===== src/design/mnfn_pkg.sv =====
// ----------------------------------------------------------------------------
// mnfn_pkg
// Shared types and codes for the mesh normaliser and face-normal block.
// ----------------------------------------------------------------------------
package mnfn_pkg;

  localparam logic [1:0] FUNC_LOAD   = 2'd0;
  localparam logic [1:0] FUNC_TRI    = 2'd1;
  localparam logic [1:0] FUNC_BOUNDS = 2'd2;
  localparam logic [1:0] FUNC_CLEAR  = 2'd3;

  localparam logic [1:0] KIND_VERTEX = 2'd0;
  localparam logic [1:0] KIND_NORMAL = 2'd1;
  localparam logic [1:0] KIND_BMIN   = 2'd2;
  localparam logic [1:0] KIND_BMAX   = 2'd3;

  localparam logic [1:0] STAT_OK    = 2'd0;
  localparam logic [1:0] STAT_ZERO  = 2'd1;
  localparam logic [1:0] STAT_RANGE = 2'd2;

  localparam int RAD_W  = 64;
  localparam int ROOT_W = 32;
  localparam int NUM_W  = 48;
  localparam int DEN_W  = 32;
  localparam int QUO_W  = 15;

  localparam logic [QUO_W-1:0] ONE_Q14 = 15'd16384;

  typedef struct packed {
    logic [1:0]         func;
    logic signed [15:0] coord_x;
    logic signed [15:0] coord_y;
    logic signed [15:0] coord_z;
    logic [7:0]         tri_index;
  } mnfn_in_t;

  typedef struct packed {
    logic [1:0]         kind;
    logic signed [15:0] out_x;
    logic signed [15:0] out_y;
    logic signed [15:0] out_z;
    logic [1:0]         status;
    logic               last;
  } mnfn_out_t;

  typedef struct packed {
    logic signed [15:0] x;
    logic signed [15:0] y;
    logic signed [15:0] z;
  } vec_t;

  typedef struct packed {
    logic             start;
    logic [RAD_W-1:0] rad;
  } sqrt_req_t;

  typedef struct packed {
    logic             start;
    logic             neg;
    logic [NUM_W-1:0] num;
    logic [DEN_W-1:0] den;
  } div_req_t;

  function automatic logic signed [15:0] comp_of(vec_t v, logic [1:0] j);
    logic signed [15:0] c;
    case (j)
      2'd0:    c = v.x;
      2'd1:    c = v.y;
      default: c = v.z;
    endcase
    return c;
  endfunction

endpackage


===== src/design/mnfn_div.sv =====
// ----------------------------------------------------------------------------
// mnfn_div
// Restoring divider with round half away from zero, saturation and sign.
// ----------------------------------------------------------------------------
module mnfn_div (
  input  logic                clk,
  input  logic                rst_n,
  input  mnfn_pkg::div_req_t  req,
  output logic                busy,
  output logic signed [15:0]  quo
);
  import mnfn_pkg::*;

  localparam int DCW = $clog2(QUO_W + 1);

  logic [NUM_W-1:0] rem_r, rem_nxt, d_r, d_nxt;
  logic [QUO_W-1:0] q_r, q_nxt, qs;
  logic [DCW-1:0]   cnt_r, cnt_nxt;
  logic             neg_r, neg_nxt, busy_r, busy_nxt;

  always_comb begin
    rem_nxt  = rem_r;
    d_nxt    = d_r;
    q_nxt    = q_r;
    cnt_nxt  = cnt_r;
    neg_nxt  = neg_r;
    busy_nxt = busy_r;
    if (req.start) begin
      rem_nxt  = req.num + NUM_W'(req.den >> 1);
      d_nxt    = NUM_W'(req.den) << (QUO_W - 1);
      q_nxt    = '0;
      neg_nxt  = req.neg;
      cnt_nxt  = DCW'(QUO_W);
      busy_nxt = 1'b1;
    end else if (busy_r) begin
      if (rem_r >= d_r) begin
        rem_nxt = rem_r - d_r;
        q_nxt   = {q_r[QUO_W-2:0], 1'b1};
      end else begin
        q_nxt   = {q_r[QUO_W-2:0], 1'b0};
      end
      d_nxt    = d_r >> 1;
      cnt_nxt  = cnt_r - DCW'(1);
      busy_nxt = (cnt_r != DCW'(1));
    end
  end

  always_ff @(posedge clk) begin
    if (!rst_n) begin
      busy_r <= 1'b0;
    end else begin
      busy_r <= busy_nxt;
    end
    rem_r <= rem_nxt;
    d_r   <= d_nxt;
    q_r   <= q_nxt;
    cnt_r <= cnt_nxt;
    neg_r <= neg_nxt;
  end

  assign qs   = (q_r > ONE_Q14) ? ONE_Q14 : q_r;
  assign quo  = neg_r ? -$signed(16'(qs)) : $signed(16'(qs));
  assign busy = busy_r;

endmodule


===== config.mk =====
export PLATFORM = sky130hd
export DESIGN_NAME = mnfn_div
export DESIGN_NICKNAME = d
export VERILOG_FILES = /design/src/design/mnfn_pkg.sv /design/src/design/mnfn_div.sv
export SDC_FILE = /design/constraint.sdc
export NUM_CORES = 1
export LEC_CHECK = 0
export ABC_AREA = 1
export BUFFER_PORTS_ARGS = -buffer_cell sky130_fd_sc_hd__buf_2
export CORE_UTILIZATION = 35
export CTS_BUF_LIST = sky130_fd_sc_hd__clkbuf_2 sky130_fd_sc_hd__clkbuf_4 sky130_fd_sc_hd__clkbuf_8
export CTS_CLUSTER_DIAMETER = 60
export DETAILED_ROUTE_END_ITERATION = 10
export MAX_ROUTING_LAYER = met4
export PLACE_DENSITY = 0.5
export SLEW_MARGIN = 10
export SYNTH_ARGS = -nofsm -noshare
export SYNTH_HDL_FRONTEND = slang
export SYNTH_SLANG_ARGS = --single-unit

===== constraint.sdc =====
create_clock -name clk -period 3.65 [get_ports clk]
set_input_delay 0.1825 -clock clk [delete_from_list [all_inputs] [get_ports clk]]
set_output_delay 0.1825 -clock clk [all_outputs]
set_load 0.05 [all_outputs]

Word-level counts from Yosys, hierarchy flattened
Cells that the tools add are included.
{"block": "classes", "add_sub_neg": 4, "n_lt_le_gt_ge": 2, "n_eq_ne": 1, "mux": 10, "reduce_logical": 3}
{"cell": "$mux W48", "count": 3}
{"cell": "$mux W46", "count": 2}
{"cell": "$add A48 B31 Y48", "count": 1}
{"cell": "$ge A48 B46 Y1", "count": 1}
{"cell": "$sub A48 B46 Y48", "count": 1}
{"cell": "$mux W16", "count": 1}
{"cell": "$neg A15 Y16", "count": 1}
{"cell": "$gt A15 B15 Y1 const B", "count": 1}
{"cell": "$mux W15", "count": 1}
{"cell": "$ne A4 B1 Y1 const B", "count": 1}
{"cell": "$reduce_bool A2 Y1", "count": 2}
{"cell": "$sub A4 B1 Y4 const B", "count": 1}
{"cell": "$mux W1", "count": 3}
{"cell": "$reduce_and A2 Y1", "count": 1}
{"block": "totals", "ff_bits": 115, "in_bits": 84, "output_inout_bits": 17, "wordCells": 27}

Logic depth before layout (Yosys ltp)
{"block": "logic_depth", "ltp_word": 4, "ltp_mapped": 17, "ltp_nobuf": 16}

Least setup slack after synthesis
OpenSTA, ideal clock, no wires.
{"block": "synth_path", "path_type": "register to output", "from": "register q_r[10]", "to": "output quo[10]", "t_arrival_ps": 3138, "required_ps": 3467, "path_slack_ps": 329, "stages_incl_launch_ff": 17, "cell_sequence": "dfxtp_1 > nor2_1 > nand3_1 > nor2_1 > nand2_1 > nand2_4 > buf_6 > inv_2 > nor2_1 > inv_1 > ha_1 > o21ai_0 > nand2_1 > nand2_1 > nor2_4 > nand2_1 > xor2_1"}
{"block": "synth_via", "elab_chain_len": 4}
{"item": "start, declared", "line_no": "mnfn_div.sv:17", "source": "logic [QUO_W-1:0] q_r, q_nxt, qs;"}
{"item": "start signal, assigned", "line_no": "mnfn_div.sv:56", "source": "q_r <= q_nxt;"}
{"item": "$gt A15 B15 Y1", "line_no": "mnfn_div.sv:61", "source": "assign qs = (q_r > ONE_Q14) ? ONE_Q14 : q_r;"}
{"item": "$mux W15 (*)", "line_no": "mnfn_div.sv:61"}
{"item": "$neg A15 Y16", "line_no": "mnfn_div.sv:62", "source": "assign quo = neg_r ? -$signed(16'(qs)) : $signed(16'(qs));"}
{"item": "$mux W16 (*)", "line_no": "mnfn_div.sv:62"}
{"item": "end, declared", "line_no": "mnfn_div.sv:10", "source": "output logic signed [15:0] quo"}
Every way passes the cells marked *; elsewhere a longest branch is shown, timed or not.

Worst setup path after layout
{"block": "layout_path", "from": "register q_r[13]", "to": "output quo[10]"}
{"block": "layout_via", "elab_chain_len": 4}
{"item": "$gt A15 B15 Y1 (*)", "line_no": "mnfn_div.sv:61"}
{"item": "$mux W15 (*)", "line_no": "mnfn_div.sv:61"}
{"item": "$neg A15 Y16", "line_no": "mnfn_div.sv:62"}
{"item": "$mux W16 (*)", "line_no": "mnfn_div.sv:62"}
Marks and branches as above.

==> metrics.csv <==
stage;metric;value;unit
run_status;status;finished, final reports clean;
timing;final-setup-viol-count;0;
timing;timing.final.crit_share;83.37;%
setup_path;end_kind;output pin;
floorplan;io_pins;101;
worst_hold_path;min_to;d_r[21];
floorplan;die_y;191.6;um
worst_hold_path;whs_path_depth;3;
power;irDropWorstVdd;0.2308;mV
setup_path;reg2reg_to;rem_r[11];
setup_path;cp.arrival;2.86;ns
final_layout;mostFrequentLayoutCells;nand2_1, inv_1, nor2_1, nand3_1, buf_2;
timing;clock_skew;0.02579;ns
timing;finalCriticalPeriod;3.043;ns
yosys;seq_area_frac_synth;24.75;%
global_route;grt_pass1_wl;71690;um
clock_tree;cts.sinks;115;
clock_tree;cts_root_buffer;clkbuf_8;
detailed_routing;wirelength;47180;um
timing;tightest_slew;0.9324;ns
setup_path;ff2ff_setup_slack;0.74;ns
clock_tree;worstSkewPairLatency;0.48;ns
final_layout;syn2layout_area_growth;11.21;%
detailed_routing;drt-initial-drc-count;949;
placement;globalplace.congestion;0.9581;
clock_tree;cts.clk_slew.worst_paths;0.08;ns
yosys;synth_top_area_share;24.35;%
yosys;syn_area_per_cell;5.831;um^2
worst_hold_path;hold_class;in -> reg;
floorplan;initial_core_util;35.45;%
yosys;async_flop_share;0;%
clock_tree;cts_buffer_depth;2;
final_layout;final_layout_size_suffix_gt1_share;9.767;%
timing;relSlewSlack;37.84;%
detailed_routing;detail-route-antenna-nets;0;
yosys;synth_flop_cell;edfxtp_1;
floorplan;die_w;191.6;um
detailed_routing;viasPerCell;4.882;
global_route;grt_max_degree;79;
yosys;ys_warn_count;0;
job;drv_cap;0;
setup_path;reg2reg_depth;9;
yosys;synth_nets;2323;
final_layout;nNetsFinal;2426;
yosys;synth_edf_count;81;
yosys;ys_types;48;
floorplan;dieArea;0.03670;mm^2
power;power;6.146;mW
global_route;grt_overflow;0;
clock_tree;hold_buffers;3;
timing;fmax;328.6;MHz
final_layout;final_common_cell;nand2_1;
final_layout;layout.cells.non_filler;2735;
detailed_routing;vias;13350;
setup_path;worstPathMaxFanout;17;
worst_hold_path;min_from;req[7];
detailed_routing;avgRoutedWirePerCell;17.25;um
placement;dp.cells;2699;
timing;finalHoldViolCount;0;
clock_tree;cts_tree;yes;
setup_path;critPathKind;reg -> out;
global_route;grt_usage;27.22;%
timing;setup_total_negative_slack;0;ns
timing;rsz0062_at_grt;false;
yosys;yosysTopAreaCell;nand2_1;
detailed_routing;drc;0;
floorplan;placementRows;69;
power;leakage;7.677;nW
placement;portBuffers;100;
power;p_per_area;439.4;mW/mm^2
clock_tree;htreeDepth;4;
setup_path;worst_setup_path_start_kind;register;
clock_tree;ctsResizeCount;0;
global_route;antenna_found_initial;2;
final_layout;stdcell_area;0.01399;mm^2
yosys;synth.area.top_cells;nand2_1, edfxtp_1, inv_1, ha_1, dfxtp_1;
floorplan;core;0.03548;mm^2
placement;place_area;0.01359;mm^2
global_route;grt_pass1_vias;12590;
timing;finalMaxSlewViolations;0;
clock_tree;cts_buffers;17;
setup_path;worstReg2RegStart;rem_r[2];
yosys;ys_ff_latch;115;
setup_path;required;3.47;ns
detailed_routing;drt-pass1-iter-count;5;
yosys;syn_inst;2157;
yosys;netlist_area;0.01258;mm^2
placement;dpl.hpwl;40000;um
clock_tree;cts_setup_buffers;0;
==> where the power goes <==
| part | leakage, nW | switching [mW] | internal (mW) |
|---|---|---|---|
| registers | 1.11 | 0.0674 | 1.63 |
| clock network | 0.197 | 0.628 | 0.553 |
| logic | 6.37 | 2.29 | 0.979 |
| total | 7.68 | 2.98 | 3.16 |
==> Yosys cell counts (4+ instances only) <==
cell type    n
edfxtp_1    81
nand3_2      7
nand3_1    129
nand4_1     28
inv_2        9
nand2_2     13
o21ai_0     89
nor2_4       8
ha_1        80
buf_2        6
dfxtp_1     34
xor2_1      19
o22ai_1     28
nand3b_1    10
clkbuf_1    11
o21bai_1     4
a21oi_1     69
inv_1      450
nor2_2      32
nor2_1     171
o21ai_1      6
nand2_1    816
buf_1        5
and2_1       5
nor3_1      10
==> worst max path at each step <==
stage,from,to,slack [ns],cells past startpoint
global route,q_r[12],quo[10],0.31,16
global placement,rem_r[2],rem_r[11],0.86,9
floorplan,q_r[10],quo[10],0.33,16
finish,q_r[13],quo[10],0.61,16
detailed placement,rem_r[0],rem_r[3],0.81,15
CTS,q_r[13],quo[10],0.55,16
==> kinds of logic (layout without fill, tap and decap cells) <==
kind of cell / Yosys count / in the layout / synth area share, %
buffers and inverters: 486 / 602 / 14.79
AO/OA/AOI/OAI: 209 / 209 / 8.983
other: 0 / 1 / 0
XOR/XNOR: 21 / 21 / 1.462
AND/OR/NAND/NOR: 1244 / 1244 / 41.73
flip-flops: 115 / 115 / 24.75
adder cells (fa/ha/maj): 82 / 82 / 8.277
==> routing by layer <==
metal	part of all wire, %	global-route usage [%]
met3	4.1	3.084
met2	46	43.72
met5	0	-
met4	2.9	8.822
met1	47	35.51
==> sequential cells by signal, summed over array words and instances, names as in the netlist <==
name	flops
rem_r	48
d_r	46
q_r	15
cnt_r	4
busy	1
neg_r	1
==> stage by stage <==
stage	hold slack [ns]	util, %	setup WS [ns]
2_1_floorplan	0.2814	-	0.3292
3_3_place_gp	0.3656	38.30	0.8596
3_5_place_dp	0.3640	38.30	0.8114
4_1_cts	0.01003	39.41	0.5475
5_1_grt	0.02522	39.42	0.3069
6_report	0.04532	39.42	0.6070
==> worst max-delay path, cell delays in order, from the launching register on <==
cell and delay (ns):
dfxtp_1 0.31, inv_1 0.17, nand3_1 0.11, nor2_1 0.13, nand2_1 0.10, nand2_4 0.17, inv_2 0.09, nor2_1 0.13
inv_1 0.06, ha_1 0.21, o21ai_0 0.08, nand2_1 0.11, nand2_1 0.18, nor2_4 0.07, nand2_1 0.07, xor2_1 0.14
buf_2 0.27
==> area by class of cell <==
type                            instances  area, um^2
Sequential cell                       115        3113
Antenna cell                            1       2.502
Fill cell                            4019       21500
Inverter                              460        1727
Tap cell                              461       576.8
Multi-Input combinational cell       1556        7606
Timing Repair Buffer                  110       598.1
Clock buffer                           18       241.5
Clock inverter                         14       122.6
(Power assumes the default switching activity.)
