## config.mk

```make
export PLATFORM = sky130hd
export DESIGN_NAME = mnfn_isqrt
export DESIGN_NICKNAME = d
export VERILOG_FILES = /design/src/design/mnfn_pkg.sv /design/src/design/mnfn_isqrt.sv
export SDC_FILE = /design/constraint.sdc
export NUM_CORES = 1
export LEC_CHECK = 0
export BUFFER_PORTS_ARGS = -buffer_cell sky130_fd_sc_hd__buf_4
export CELL_PAD_IN_SITES_DETAIL_PLACEMENT = 1
export CELL_PAD_IN_SITES_GLOBAL_PLACEMENT = 1
export CORE_MARGIN = 10
export CORE_UTILIZATION = 43
export CTS_CLUSTER_DIAMETER = 30
export DETAILED_ROUTE_END_ITERATION = 8
export PLACE_DENSITY_LB_ADDON = 0.1
export SLEW_MARGIN = 0
export SYNTH_ARGS = -nofsm -noshare
export SYNTH_HDL_FRONTEND = slang
export SYNTH_SLANG_ARGS = --single-unit
```

## constraint.sdc

```tcl
create_clock -name clk -period 5.9 [get_ports clk]
set_clock_uncertainty 0.1 [all_clocks]
set_input_delay 0.295 -clock clk [delete_from_list [all_inputs] [get_ports clk]]
set_output_delay 0.295 -clock clk [all_outputs]
set_load 0.03 [all_outputs]
```

## src/design/mnfn_pkg.sv

```systemverilog
// ----------------------------------------------------------------------------
// mnfn_pkg
// Shared types and codes for the mesh normaliser and face-normal block.
// ----------------------------------------------------------------------------
package mnfn_pkg;

  localparam logic [1:0] FUNC_LOAD   = 2'd0;
  localparam logic [1:0] FUNC_TRI    = 2'd1;
  localparam logic [1:0] FUNC_BOUNDS = 2'd2;
  localparam logic [1:0] FUNC_CLEAR  = 2'd3;

  localparam logic [1:0] KIND_VERTEX = 2'd0;
  localparam logic [1:0] KIND_NORMAL = 2'd1;
  localparam logic [1:0] KIND_BMIN   = 2'd2;
  localparam logic [1:0] KIND_BMAX   = 2'd3;

  localparam logic [1:0] STAT_OK    = 2'd0;
  localparam logic [1:0] STAT_ZERO  = 2'd1;
  localparam logic [1:0] STAT_RANGE = 2'd2;

  localparam int RAD_W  = 64;
  localparam int ROOT_W = 32;
  localparam int NUM_W  = 48;
  localparam int DEN_W  = 32;
  localparam int QUO_W  = 15;

  localparam logic [QUO_W-1:0] ONE_Q14 = 15'd16384;

  typedef struct packed {
    logic [1:0]         func;
    logic signed [15:0] coord_x;
    logic signed [15:0] coord_y;
    logic signed [15:0] coord_z;
    logic [7:0]         tri_index;
  } mnfn_in_t;

  typedef struct packed {
    logic [1:0]         kind;
    logic signed [15:0] out_x;
    logic signed [15:0] out_y;
    logic signed [15:0] out_z;
    logic [1:0]         status;
    logic               last;
  } mnfn_out_t;

  typedef struct packed {
    logic signed [15:0] x;
    logic signed [15:0] y;
    logic signed [15:0] z;
  } vec_t;

  typedef struct packed {
    logic             start;
    logic [RAD_W-1:0] rad;
  } sqrt_req_t;

  typedef struct packed {
    logic             start;
    logic             neg;
    logic [NUM_W-1:0] num;
    logic [DEN_W-1:0] den;
  } div_req_t;

  function automatic logic signed [15:0] comp_of(vec_t v, logic [1:0] j);
    logic signed [15:0] c;
    case (j)
      2'd0:    c = v.x;
      2'd1:    c = v.y;
      default: c = v.z;
    endcase
    return c;
  endfunction

endpackage

```

## src/design/mnfn_isqrt.sv

```systemverilog
// ----------------------------------------------------------------------------
// mnfn_isqrt
// Iterative integer square root, one result bit per cycle.
// ----------------------------------------------------------------------------
module mnfn_isqrt (
  input  logic                        clk,
  input  logic                        rst_n,
  input  mnfn_pkg::sqrt_req_t         req,
  output logic                        busy,
  output logic [mnfn_pkg::ROOT_W-1:0] root
);
  import mnfn_pkg::*;

  localparam int STEPS = RAD_W / 2;
  localparam int SCW   = $clog2(STEPS + 1);

  logic [RAD_W-1:0] x_r, x_nxt, r_r, r_nxt, bit_r, bit_nxt, trial;
  logic [SCW-1:0]   cnt_r, cnt_nxt;
  logic             busy_r, busy_nxt;

  always_comb begin
    trial    = r_r + bit_r;
    x_nxt    = x_r;
    r_nxt    = r_r;
    bit_nxt  = bit_r;
    cnt_nxt  = cnt_r;
    busy_nxt = busy_r;
    if (req.start) begin
      x_nxt    = req.rad;
      r_nxt    = '0;
      bit_nxt  = {2'b01, {(RAD_W-2){1'b0}}};
      cnt_nxt  = SCW'(STEPS);
      busy_nxt = 1'b1;
    end else if (busy_r) begin
      if (x_r >= trial) begin
        x_nxt = x_r - trial;
        r_nxt = (r_r >> 1) + bit_r;
      end else begin
        r_nxt = r_r >> 1;
      end
      bit_nxt  = bit_r >> 2;
      cnt_nxt  = cnt_r - SCW'(1);
      busy_nxt = (cnt_r != SCW'(1));
    end
  end

  always_ff @(posedge clk) begin
    if (!rst_n) begin
      busy_r <= 1'b0;
    end else begin
      busy_r <= busy_nxt;
    end
    x_r   <= x_nxt;
    r_r   <= r_nxt;
    bit_r <= bit_nxt;
    cnt_r <= cnt_nxt;
  end

  assign busy = busy_r;
  assign root = r_r[ROOT_W-1:0];

endmodule

```

# Word level (Yosys, flattened, before mapping)
# Cells that the tools add are included.
dict set report totals {
  regBits 167
  out_inout_bits 33
}
dict set report classes {
  magnitude_cmp 1
  eq_ne 1
  muxes 6
  n_reduce_logical 3
  addsub 4
}
# cell count
set ops {}
lappend ops {{two-way mux 64 bit} 4}
lappend ops {{adder 63 x 63 -> 64 bit} 1}
lappend ops {{adder 64 x 63 -> 64 bit} 1}
lappend ops {{>= comparator 64 bit} 1}
lappend ops {{subtractor 64 bit} 1}
lappend ops {{!= test 6 x 1 -> 1 bit, second input constant} 1}
lappend ops {{subtractor 6 x 1 -> 6 bit, second input constant} 1}
lappend ops {{nonzero test 2 bit} 2}
lappend ops {{two-way mux 1 bit} 2}
lappend ops {{AND reduction 2 bit} 1}

# Longest topological paths before layout
# Gate-level depths: netlist (run 1).
dict set report depth {
  word_depth 5
  mapped_depth 24
  depth_no_buf 21
}

# Worst setup path after synthesis (run 1)
# Ideal clock, no wire load.
dict set report synth_timing {
  path_kind {register to register}
  startpoint {register r_r[2]}
  endpoint {register x_r[0] (enable)}
  path_slack_ns -0.616
  required_ns 5.377
  arrival_ns 5.992
  path_stages_with_launch 21
  n_path_buf 2
  path_cell_list {dfxtp_1 > ha_1 > a31oi_1 > o21ai_2 > a31oi_1 > o31ai_4 > a31oi_1 > o41ai_4 > a21oi_2 > o21ai_1 > xnor2_1 > ha_1 > clkbuf_1 > nand4_1 > or2_2 > o221ai_1 > a2111oi_2 > a31oi_1 > clkbuf_1 > nand2_1 > nand2_1}
}
dict set report synth_via {
  elab_chain_len 4
}
# element line
set synth_lines {}
lappend synth_lines {{start, declared} mnfn_isqrt.sv:17} ;# logic [RAD_W-1:0] x_r, x_nxt, r_r, r_nxt, bit_r, bit_nxt, trial;
lappend synth_lines {{start signal, assigned} mnfn_isqrt.sv:54} ;# r_r <= r_nxt;
lappend synth_lines {{adder 64 x 63 -> 64 bit} mnfn_isqrt.sv:22} ;# trial = r_r + bit_r;
lappend synth_lines {{>= comparator 64 bit} mnfn_isqrt.sv:35} ;# if (x_r >= trial) begin
lappend synth_lines {{nonzero test 2 bit (no line)} --}
lappend synth_lines {{AND reduction 2 bit (no line)} --}
lappend synth_lines {{end signal, assigned} mnfn_isqrt.sv:53} ;# x_r <= x_nxt;
lappend synth_lines {{end, declared} mnfn_isqrt.sv:17}
# Every way passes these cells.
# A chain may end at the register's enable or synchronous reset.

# Worst setup path in the final report (run 1)
dict set report layout_timing {
  startpoint {register bit_r[24]}
  endpoint {register r_r[62]}
}
dict set report layout_via {
  elab_chain_len 3
}
# element line
set layout_lines {}
lappend layout_lines {{start, declared} mnfn_isqrt.sv:17}
lappend layout_lines {{start signal, assigned} mnfn_isqrt.sv:55} ;# bit_r <= bit_nxt;
lappend layout_lines {{adder 64 x 63 -> 64 bit} mnfn_isqrt.sv:22}
lappend layout_lines {{>= comparator 64 bit} mnfn_isqrt.sv:35}
lappend layout_lines {{two-way mux 64 bit (*)} mnfn_isqrt.sv:35}
# Every way passes the cells marked *; elsewhere a longest branch is shown, timed or not.

==> results of run 1 <==
## per-layer routing
| layer | vias up | wire length (um) | track usage [%] |
|---|---|---|---|
| li1 | 7851 | - | - |
| met5 | - | 0 | 0 |
| met2 | 300 | 28710 | 44.09 |
| met1 | 8014 | 26430 | 31.12 |
| met3 | 65 | 2108 | 3.971 |
| met4 | 0 | 1034 | 6.380 |
## power by group
group	switching (mW)	internal (mW)	total [mW]
clock	0.556	0.643	1.20
combinational	3.42	2.20	5.62
sequential	0.257	1.63	1.89
## flip-flops by register name (all words and copies together) (netlist names)
register	flops
bit_r	32
busy	1
cnt_r	6
r_r	64
x_r	64
## through the flow
step                setup TNS [ns]  util (%)
detailed placement          -2.480     47.16
finish                           0     50.35
CTS                              0     49.61
global placement                 0     47.16
floorplan                        0         -
global route                -1.093     50.35
## synth_stat cells, types with 5 or more instances
cell,instances,area [um^2]
edfxtp_1,64,1922
nand2b_1,10,62.56
and2_1,9,56.30
a311oi_1,19,166.4
buf_4,36,270.3
a31oi_1,66,412.9
o21ai_0,172,860.8
nor2_1,191,716.9
nor3_1,42,210.2
a31o_2,20,175.2
clkbuf_1,93,349.1
ha_1,132,1652
and4_1,10,87.58
o31ai_1,10,75.07
a21o_1,47,352.8
or3_1,20,125.1
nand4_1,59,369.1
xor2_1,70,613.1
a211o_1,7,61.31
and3_1,20,125.1
o21a_1,11,82.58
a211oi_1,38,285.3
a21oi_1,137,685.7
o21bai_1,22,165.2
xnor2_1,81,709.4
inv_1,59,221.5
nor4_1,15,93.84
dfxtp_1,103,2062
or2_2,8,50.05
mux2_2,5,56.30
buf_2,18,90.09
o211ai_1,20,150.1
o21ai_1,11,55.05
nand3_1,36,180.2
a21boi_0,6,45.04
mux2i_1,36,360.4
nand2_1,233,874.6
a221oi_1,13,113.9
nor2b_1,12,75.07
a41oi_1,5,43.79
## worst min path at each step
stage / slack, ns / cells past startpoint / from / end
floorplan: 0.31 / 1 / rst_n / busy
global placement: 0.38 / 2 / cnt_r[1] / cnt_r[1]
detailed placement: 0.40 / 2 / cnt_r[1] / cnt_r[1]
CTS: 0.002 / 3 / req[2] / x_r[2]
global route: 0.007 / 3 / req[2] / x_r[2]
finish: 0.01 / 3 / req[52] / x_r[52]
## logic make-up (layout without fill, tap and decap cells)
logic type	after synthesis	in the layout	share of synthesized area, %
compound gates	680	680	27.80
fa+ha+maj	133	133	10.38
simple gates	686	686	19.99
xor+xnor	151	151	8.210
flops	167	167	24.73
buf+inv	217	312	6.230
mux	42	42	2.657
## layout make-up
type	count	area (um^2)
Sequential cell	167	3989
Multi-Input combinational cell	1692	11290
Tap cell	468	585.6
Inverter	62	232.7
Fill cell	4480	18270
Clock inverter	12	140.1
Timing Repair Buffer	218	1834
Clock buffer	20	446.7
## worst max-delay path, stage by stage (launching register included)
cell,delay (ns)
dfxtp_1,0.37
ha_4,0.33
nand4_1,0.13
or2_1,0.29
nor4_4,0.37
a21oi_4,0.14
nor4_4,0.36
buf_4,0.18
buf_4,0.09
nor2_1,0.06
o21bai_2,0.25
a32o_1,0.23
xnor2_1,0.10
ha_1,0.24
a21o_1,0.18
and4_1,0.22
o21ai_1,0.29
o221ai_2,0.17
a2111oi_2,0.35
buf_4,0.20
a31oi_4,0.15
buf_12,0.18
clkbuf_16,0.19
and4b_1,0.19
o31a_1,0.28
## repair_timing
action	CTS	global route
resized for setup	1	30
buffers inserted	0	6
hold buffers	31	0
pin swaps	2	8
endpoints found under the setup margin	89	138
hold endpoints to repair	31	0
gates cloned	0	2
==> run summary, run 1 <==
status: finished, final reports clean
Lkg Pwr: 7.194 nW
post-route DRC violation count: 0
post-route cell area: 18520 um^2
area grow syn2layout: 14.98%
Final min period: 5.769 ns
most common cell after layout, fill and taps aside: nand2_1
Post-synth EDFFs: 64
cts bufs inserted: 17
Vias/cell: 6.150
max_cap viols: 0
Layout Cells excl Fill: 2639
drt pass-1 iters: 5
hpwl dp: 44170 um
CORE AREA: 36790 um^2
die height: 213.5 um
die area: 45600 um^2
Rel. slew slack: 38.93%
Post-Synthesis Cell Area: 16110 um^2
H-tree depth: 4
Critical Path End Type: flop
yosys warns: 0
Hold Crit Class: input pin to flop
largest net degree at the start of global routing: 75
Setup WS post-layout: 0.1306 ns
post-synthesis net count: 2276
GP Congestion: 0.8884
Crit Path Max Fanout: 21
worst r2r src: bit_r[24]
I/O Pins: 100
Tcrit/Tclk final: 97.79%
total wire length: 58290 um
# diodes: 0
Mapped Cells: 2076
initial antenna violation count: 0
asr flop ratio synth: 0%
CTS Buffer Depth: 2
clock-pin transition on the worst setup and hold timing paths: 0.08 ns
Top FF cell, synth: dfxtp_1
Crit Path Category: flop to flop
Slew @ Worst Pin: 0.9161 ns
Starting DRT DRC Count: 896
fmax: 0.1733 GHz
total gr overflow: 0
Setup WS pre-CTS: -0.08951 ns
Horiz. Die Dim: 213.5 um
DR WL/cell: 22.09 um
setup violators final: 0
total number of vias: 16230
register area share after synthesis: 24.73%
Critical Path Source Type: flop
reg-to-reg endpoint: r_r[62]
Critical Path RT: 6.17 ns
Crit. Startpoint: bit_r[24]
Root Driver: clkbuf_16
final-report hold violation count: 0
number of instances in the placed design: 2568
Rows: 70
share of cells above drive strength 1: 13.50%
fin nets: 2358
Post-Syn Area per Cell: 7.759 um^2
commonest cells after routing, fill and taps aside: nand2_1, nor2_1, buf_4, o21ai_0, a21oi_1
CTS Sinks: 167
WP data arrival: 6.04 ns
flop and latch count out of synthesis: 167
post-placement cell area: 17350 um^2
Final Total Pwr: 8.702 mW
cell depth of the worst flop-to-flop path: 24
Initial Util: 43.79%
first-pass GRT wire length: 91180 um
Routed Antenna Nets: 0
Slew Limit Fails: 0
Setup crit end: r_r[62]
clock network latency to the later pin of the worst-skew pair: 0.48 ns
Fin Hold WS: 0.01378 ns
vias in the first global route: 16590
P per Cell Area: 469.9 nW/um^2
Max VDD drop: 0.0002599 V
CTS tree: done
gr usage total: 25.03%
IO Port Bufs: 99
Distinct cells, synth: 95
R2R Setup Slk: 0.13 ns
Power figures use the tool's default switching activity.
==> run 2: changes to the inputs <==
==> constraint.sdc (replaced) <==
create_clock -name clk -period 5.9 [get_ports clk]
set_clock_uncertainty 0.1 [all_clocks]
set_input_delay 1.475 -clock clk [delete_from_list [all_inputs] [get_ports clk]]
set_output_delay 1.475 -clock clk [all_outputs]
set_load 0.03 [all_outputs]
==> run 2 against run 1 <==
Sequential power about the same; die area is the same; hold slack better by 0.40 ns; design area shrank 2.3%; register-to-register slack better by 0.09 ns; critical path type unchanged; largest power group unchanged.
==> run summary, run 2 (synthesis gave the netlist of run 1 again) <==
Starting DRT DRC Count: 928 (was 896)
Slew @ Worst Pin: 0.9779 ns (was 0.9161 ns)
Root Driver: clkbuf_16 (unchanged)
GP Congestion: 0.8799 (was 0.8884)
Hold Crit Endpoint: r_r[0] (was x_r[52])
fmax: 0.1761 GHz (was 0.1733 GHz)
R2R Setup Slk: 0.22 ns (was 0.13 ns)
WP data arrival: 5.96 ns (was 6.04 ns)
Fin Hold WS: 0.4170 ns (was 0.01378 ns)
clock network latency to the later pin of the worst-skew pair: 0.48 ns (about the same)
reg-to-reg endpoint: r_r[33] (was r_r[62])
Hold Crit Class: flop to flop (was input pin to flop)
Storage cell area: 3989 um^2 (unchanged)
Rows: 70 (unchanged)
Tcrit/Tclk final: 96.22% (was 97.79%)
hold_buf cts: 0 (was 31)
commonest cells after routing, fill and taps aside: nand2_1, nor2_1, buf_4, o21ai_0, a21oi_1 (unchanged)
Crit Path Category: flop to flop (unchanged)
share of cells above drive strength 1: 13.76% (was 13.50%)
first-pass GRT wire length: 90020 um (was 91180 um)
CP Cell Sequence: ha_1 > nand4_1 > o21bai_1 > a31oi_2 > o31ai_4 > a31oi_4 > o41ai_4 > buf_4 > a31oi_2 > o21ai_1 > xnor2_1 > ha_1 > a21o_1 > and4_1 > o21ai_1 > o221ai_2 > a2111oi_2 > buf_4 > a31oi_4 > buf_12 > buf_12 > o21ai_0 > xor2_1 > a211oi_1 (was ha_4 > nand4_1 > or2_1 > nor4_4 > a21oi_4 > nor4_4 > buf_4 > buf_4 > nor2_1 > o21bai_2 > a32o_1 > xnor2_1 > ha_1 > a21o_1 > and4_1 > o21ai_1 > o221ai_2 > a2111oi_2 > buf_4 > a31oi_4 > buf_12 > clkbuf_16 > and4b_1 > o31a_1)
clock-pin transition on the worst setup and hold timing paths: 0.07 ns (was 0.08 ns)
Max VDD drop: 0.0002564 V (was 0.0002599 V)
worst r2r src: bit_r[14] (was bit_r[24])
setup violators final: 0 (unchanged)
fin nets: 2324 (was 2358)
total number of vias: 16030 (was 16230)
die area: 45600 um^2 (unchanged)
Routed Antenna Nets: 0 (unchanged)
CTS tree: done (unchanged)
CTS Buffer Depth: 2 (unchanged)
Vias/cell: 6.155 (was 6.150)
area of the multi-input gates: 11260 um^2 (was 11290 um^2)
P per Cell Area: 473.4 nW/um^2 (was 469.9 nW/um^2)
initial antenna violation count: 0 (unchanged)
I/O Pins: 100 (unchanged)
startpoint of the worst hold path: r_r[0] (was req[52])
Horiz. Die Dim: 213.5 um (unchanged)
total wire length: 57340 um (was 58290 um)
Max stage delay on crit path: 0.38 ns (was 0.37 ns)
Critical Path RT: 6.18 ns (was 6.17 ns)
Final min period: 5.677 ns (was 5.769 ns)
# diodes: 0 (unchanged)
hpwl dp: 44460 um (was 44170 um)
Critical Path End Type: flop (unchanged)
Slowest-stage cell, CP: ha_1 (was dfxtp_1)
top flop regs: r_r x64, x_r x64, bit_r x32 (unchanged)
Critical Path Source Type: flop (unchanged)
max_cap viols: 0 (unchanged)
Slew Limit Fails: 0 (unchanged)
CTS Sinks: 167 (unchanged)
fillcell total: 4532 (was 4480)
most common cell after layout, fill and taps aside: nand2_1 (unchanged)
drt pass-1 iters: 5 (unchanged)
hold depth: 2 (was 3)
final-report hold violation count: 0 (unchanged)
Crit Path Max Fanout: 31 (was 21)
Lkg Pwr: 6.999 nW (was 7.194 nW)
post-route DRC violation count: 0 (unchanged)
vias in the first global route: 16370 (was 16590)
H-tree depth: 4 (unchanged)
IO Port Bufs: 99 (unchanged)
Rel. slew slack: 34.81% (was 38.93%)
Initial Util: 43.79% (unchanged)
cts bufs inserted: 17 (unchanged)
gr usage total: 24.75% (was 25.03%)
area grow syn2layout: 12.30% (was 14.98%)
cell depth of the worst flop-to-flop path: 24 (unchanged)
CORE AREA: 36790 um^2 (unchanged)
total gr overflow: 0 (unchanged)
largest net degree at the start of global routing: 77 (was 75)
die height: 213.5 um (unchanged)
status: finished, final reports clean (unchanged)
Final Total Pwr: 8.563 mW (was 8.702 mW)
DR WL/cell: 22.01 um (was 22.09 um)
[run 2: cell types whose count changed in the layout (fill, tap and decap cells not counted), sizes merged]
cell,delta
dlygate4sd3,-31
clkbuf,-3
buf,-1
clkinv,+4
inv,-2
bufinv,-1
[run 2: worst max-delay path, delay by kind of cell (launching register included)]
family | cells | cell delay (ns)
and+or+nand+nor | 2 | 0.38
buffers and inverters | 4 | 0.74
adders and majority gates | 2 | 0.68
DFF | 1 | 0.36
xor gates and xnor gates | 2 | 0.27
AOI/OAI and AO/OA | 14 | 3.01
[run 2: worst max path at each step]
stage / from / end / depth (start not counted)
4_1_cts: bit_r[24] / r_r[33] / 22
3_5_place_dp: bit_r[24] / x_r[0] / 20
6_report: bit_r[14] / r_r[33] / 24
5_1_grt: bit_r[14] / r_r[33] / 24
3_3_place_gp: bit_r[24] / x_r[0] / 20
2_1_floorplan: r_r[2] / x_r[0] / 20
[run 2: cell type report]
class | instances | share of cell area [%]
Timing Repair Buffer | 184 | 8.003
Sequential cell | 167 | 22.05
Inverter | 62 | 1.286
Clock buffer | 19 | 2.511
Tap cell | 468 | 3.237
Clock inverter | 13 | 0.6432
Multi-Input combinational cell | 1692 | 62.27
[run 2: report_power, final]
group	leakage, nW	switching, mW	internal, mW
registers	1.48	0.254	1.63
logic	5.23	3.38	2.14
clock network	0.284	0.548	0.609
total	7.00	4.18	4.38
[run 2: timing repair]
action	CTS	global route
pin swaps	2	5
setup endpoints to repair	120	124
setup buffers	0	4
resized for setup	3	21
[run 2: routing by layer]
metal  global-route usage, %  up-vias  routed length [um]
li1                        -     7782                   -
met1                   31.23     7916               26120
met2                   42.79      265               27980
met3                   3.606       70                1909
met4                   7.358        0                1338
met5                       0        -                   0
[run 2: metrics by stage]
step / util (%) / setup TNS [ns] / std cells / area [um^2] / worst slack [ns]
after floorplan: - / 0 / 2076 / 16120 / 0.2725
after global placement: 47.21 / -1.007 / 2569 / 17370 / -0.03434
after detailed placement: 47.21 / -8.286 / 2569 / 17370 / -0.1447
after CTS: 48.81 / 0 / 2601 / 17950 / 0.003511
after global routing: 49.18 / -0.1078 / 2605 / 18090 / -0.04819
final: 49.18 / 0 / 2605 / 18090 / 0.2229
==> run 3: changes to the inputs <==
BUFFER_PORTS_ARGS = -buffer_cell sky130_fd_sc_hd__buf_2   (was -buffer_cell sky130_fd_sc_hd__buf_4)
==> run 3 against run 2 <==
Critical path depth fell by 3; via count fell by 1.1%; utilization decreased by 0.70 points; non-clock buffer count fell by 4; register-to-register slack improved by 0.07 ns; worst setup slack better by 0.074 ns; wire length shrank 1.3%; sequential cell count is the same; hold slack worse by 0.016 ns; die area is the same; combinational power hardly changed.
==> run summary, run 3 (synthesis gave the netlist of run 1 again) <==
status: finished, final reports clean (unchanged)
Starting DRT DRC Count: 893 (was 928)
max_cap viols: 0 (unchanged)
internal power: 4.401 mW (was 4.383 mW)
clock-pin transition on the worst setup and hold timing paths: 0.07 ns (about the same)
Net Switching: 4.197 mW (was 4.181 mW)
total number of vias: 15860 (was 16030)
Vias/cell: 6.098 (was 6.155)
switch share: 48.81% (was 48.82%)
Fin Hold WS: 0.4011 ns (was 0.4170 ns)
share of cells above drive strength 1: 13.17% (was 13.76%)
top flop regs: r_r x64, x_r x64, bit_r x32 (unchanged)
setup violators final: 0 (unchanged)
Crit Path Max Fanout: 50 (was 31)
Max VDD drop: 0.0002336 V (was 0.0002564 V)
GP Congestion: 0.9037 (was 0.8799)
P per Cell Area: 482.2 nW/um^2 (was 473.4 nW/um^2)
post-route cell area: 17830 um^2 (was 18090 um^2)
most common cell after layout, fill and taps aside: nand2_1 (unchanged)
Hold Crit Class: flop to flop (unchanged)
sequential share of power: 22.0% (about the same)
area grow syn2layout: 10.70% (was 12.30%)
Slew @ Worst Pin: 1.024 ns (was 0.9779 ns)
gr usage total: 24.46% (was 24.75%)
Crit Path Category: flop to flop (unchanged)
post-route DRC violation count: 0 (unchanged)
final-report hold violation count: 0 (unchanged)
IO Port Bufs: 99 (unchanged)
fin nets: 2320 (was 2324)
initial antenna violation count: 0 (unchanged)
Clock power frac: 14.0% (was 13.5%)
Routed Antenna Nets: 0 (unchanged)
Slew Limit Fails: 0 (unchanged)
clock network latency to the later pin of the worst-skew pair: 0.48 ns (about the same)
total gr overflow: 0 (unchanged)
Critical Path RT: 5.93 ns (was 6.18 ns)
total wire length: 56580 um (was 57340 um)
commonest cells after routing, fill and taps aside: nand2_1, nor2_1, o21ai_0, a21oi_1, ha_1 (was nand2_1, nor2_1, buf_4, o21ai_0, a21oi_1)
WP data arrival: 5.64 ns (was 5.96 ns)
unrepaired setup endpoints after global routing: false
Horiz. Die Dim: 213.5 um (unchanged)
Critical Path End Type: flop (unchanged)
hpwl dp: 43470 um (was 44460 um)
die height: 213.5 um (unchanged)
Lkg Pwr: 6.942 nW (was 6.999 nW)
Final min period: 5.603 ns (was 5.677 ns)
DR WL/cell: 21.75 um (was 22.01 um)
Rows: 70 (unchanged)
largest net degree at the start of global routing: 106 (was 77)
post-placement cell area: 17090 um^2 (was 17370 um^2)
Initial Util: 43.79% (unchanged)
# diodes: 0 (unchanged)
CORE AREA: 36790 um^2 (unchanged)
I/O Pins: 100 (unchanged)
CTS Buffer Depth: 2 (unchanged)
die area: 45600 um^2 (unchanged)
drt pass-1 iters: 5 (unchanged)
CTS Sinks: 167 (unchanged)
Critical Path Source Type: flop (unchanged)
Rel. slew slack: 31.70% (was 34.81%)
Tcrit/Tclk final: 94.96% (was 96.22%)
H-tree depth: 4 (unchanged)
Root Driver: clkbuf_16 (unchanged)
vias in the first global route: 16260 (was 16370)
fmax: 0.1785 GHz (was 0.1761 GHz)
CTS tree: done (unchanged)
cts bufs inserted: 17 (unchanged)
fillcell total: 4536 (was 4532)
logic gate share of total power: 63.9% (was 64.5%)
first-pass GRT wire length: 88950 um (was 90020 um)
run 3: changes by cell type in the layout (fill, tap and decap cells not counted), sizes merged:
cell,previous run,this run
inv,66,65
buf,184,179
clkbuf,19,25
clkinvlp,1,0
clkinv,7,4
run 3: layout make-up:
type,count,area [um^2],area share (%)
inverters,62,232.7,1.305
flip-flops and latches,167,3988,22.36
clock inverters,8,80.08,0.4491
clock buffers,24,524.3,2.940
well taps,468,585.6,3.284
repair buffers,180,1194,6.694
multi-input cells,1692,11230,62.97
run 3: worst max-delay path: stages (launching register included):
cell	delay, ns
dfxtp_1	0.34
ha_2	0.41
nand4_1	0.15
or2_1	0.28
nor4_2	0.32
a21oi_2	0.16
nor4_4	0.26
buf_4	0.17
nor2_1	0.05
o21bai_1	0.38
a31o_2	0.24
xnor2_1	0.08
ha_1	0.42
nand4_1	0.18
or2_2	0.33
o221ai_2	0.20
a2111oi_2	0.08
buf_4	0.18
a31oi_4	0.25
nand2_1	0.16
nand2_4	0.15
buf_12	0.28
run 3: final timing paths:
kind / start / endpoint / slack [ns] / depth (start not counted)
min: cnt_r[1] / cnt_r[1] / 0.40 / 2
max reg2reg: bit_r[24] / x_r[3] / 0.30 / 21
max: bit_r[24] / x_r[3] / 0.30 / 21
min reg2reg: cnt_r[1] / cnt_r[1] / 0.40 / 2
run 3: metrics by stage:
step / power (mW) / setup WS (ns) / TNS (ns) / std cells / util [%]
floorplan: 5.631 / 0.2725 / 0 / 2076 / -
global placement: 7.058 / 0.2380 / 0 / 2565 / 46.46
detailed placement: 7.192 / -0.02211 / -0.02211 / 2565 / 46.46
CTS: 8.455 / 0.03416 / 0 / 2597 / 48.12
global route: 9.264 / 0.01016 / 0 / 2601 / 48.48
finish: 8.598 / 0.2972 / 0 / 2601 / 48.48
run 3: repair_timing:
| action | in CTS | in global routing |
|---|---|---|
| hold buffers | 0 | 0 |
| gates cloned | 0 | 1 |
| endpoints found under the setup margin | 3 | 141 |
| resized for setup | 1 | 18 |
| pin swaps | 0 | 3 |
| setup buffers | 0 | 3 |
run 3: power groups by stage:
stage / logic (mW) / clock network, mW / registers (mW)
global route: 6.06 / 1.27 / 1.93
global placement: 5.15 / 0 / 1.91
floorplan: 3.84 / 0 / 1.79
finish: 5.50 / 1.20 / 1.90
detailed placement: 5.29 / 0 / 1.90
CTS: 5.34 / 1.22 / 1.89
run 3: routing by layer:
layer / up-vias / GRT usage (%) / routed length (um)
met3: 68 / 3.563 / 1825
met2: 231 / 42.19 / 27410
met4: 0 / 7.235 / 1280
met5: - / 0 / 0
li1: 7770 / - / -
met1: 7792 / 30.98 / 26060
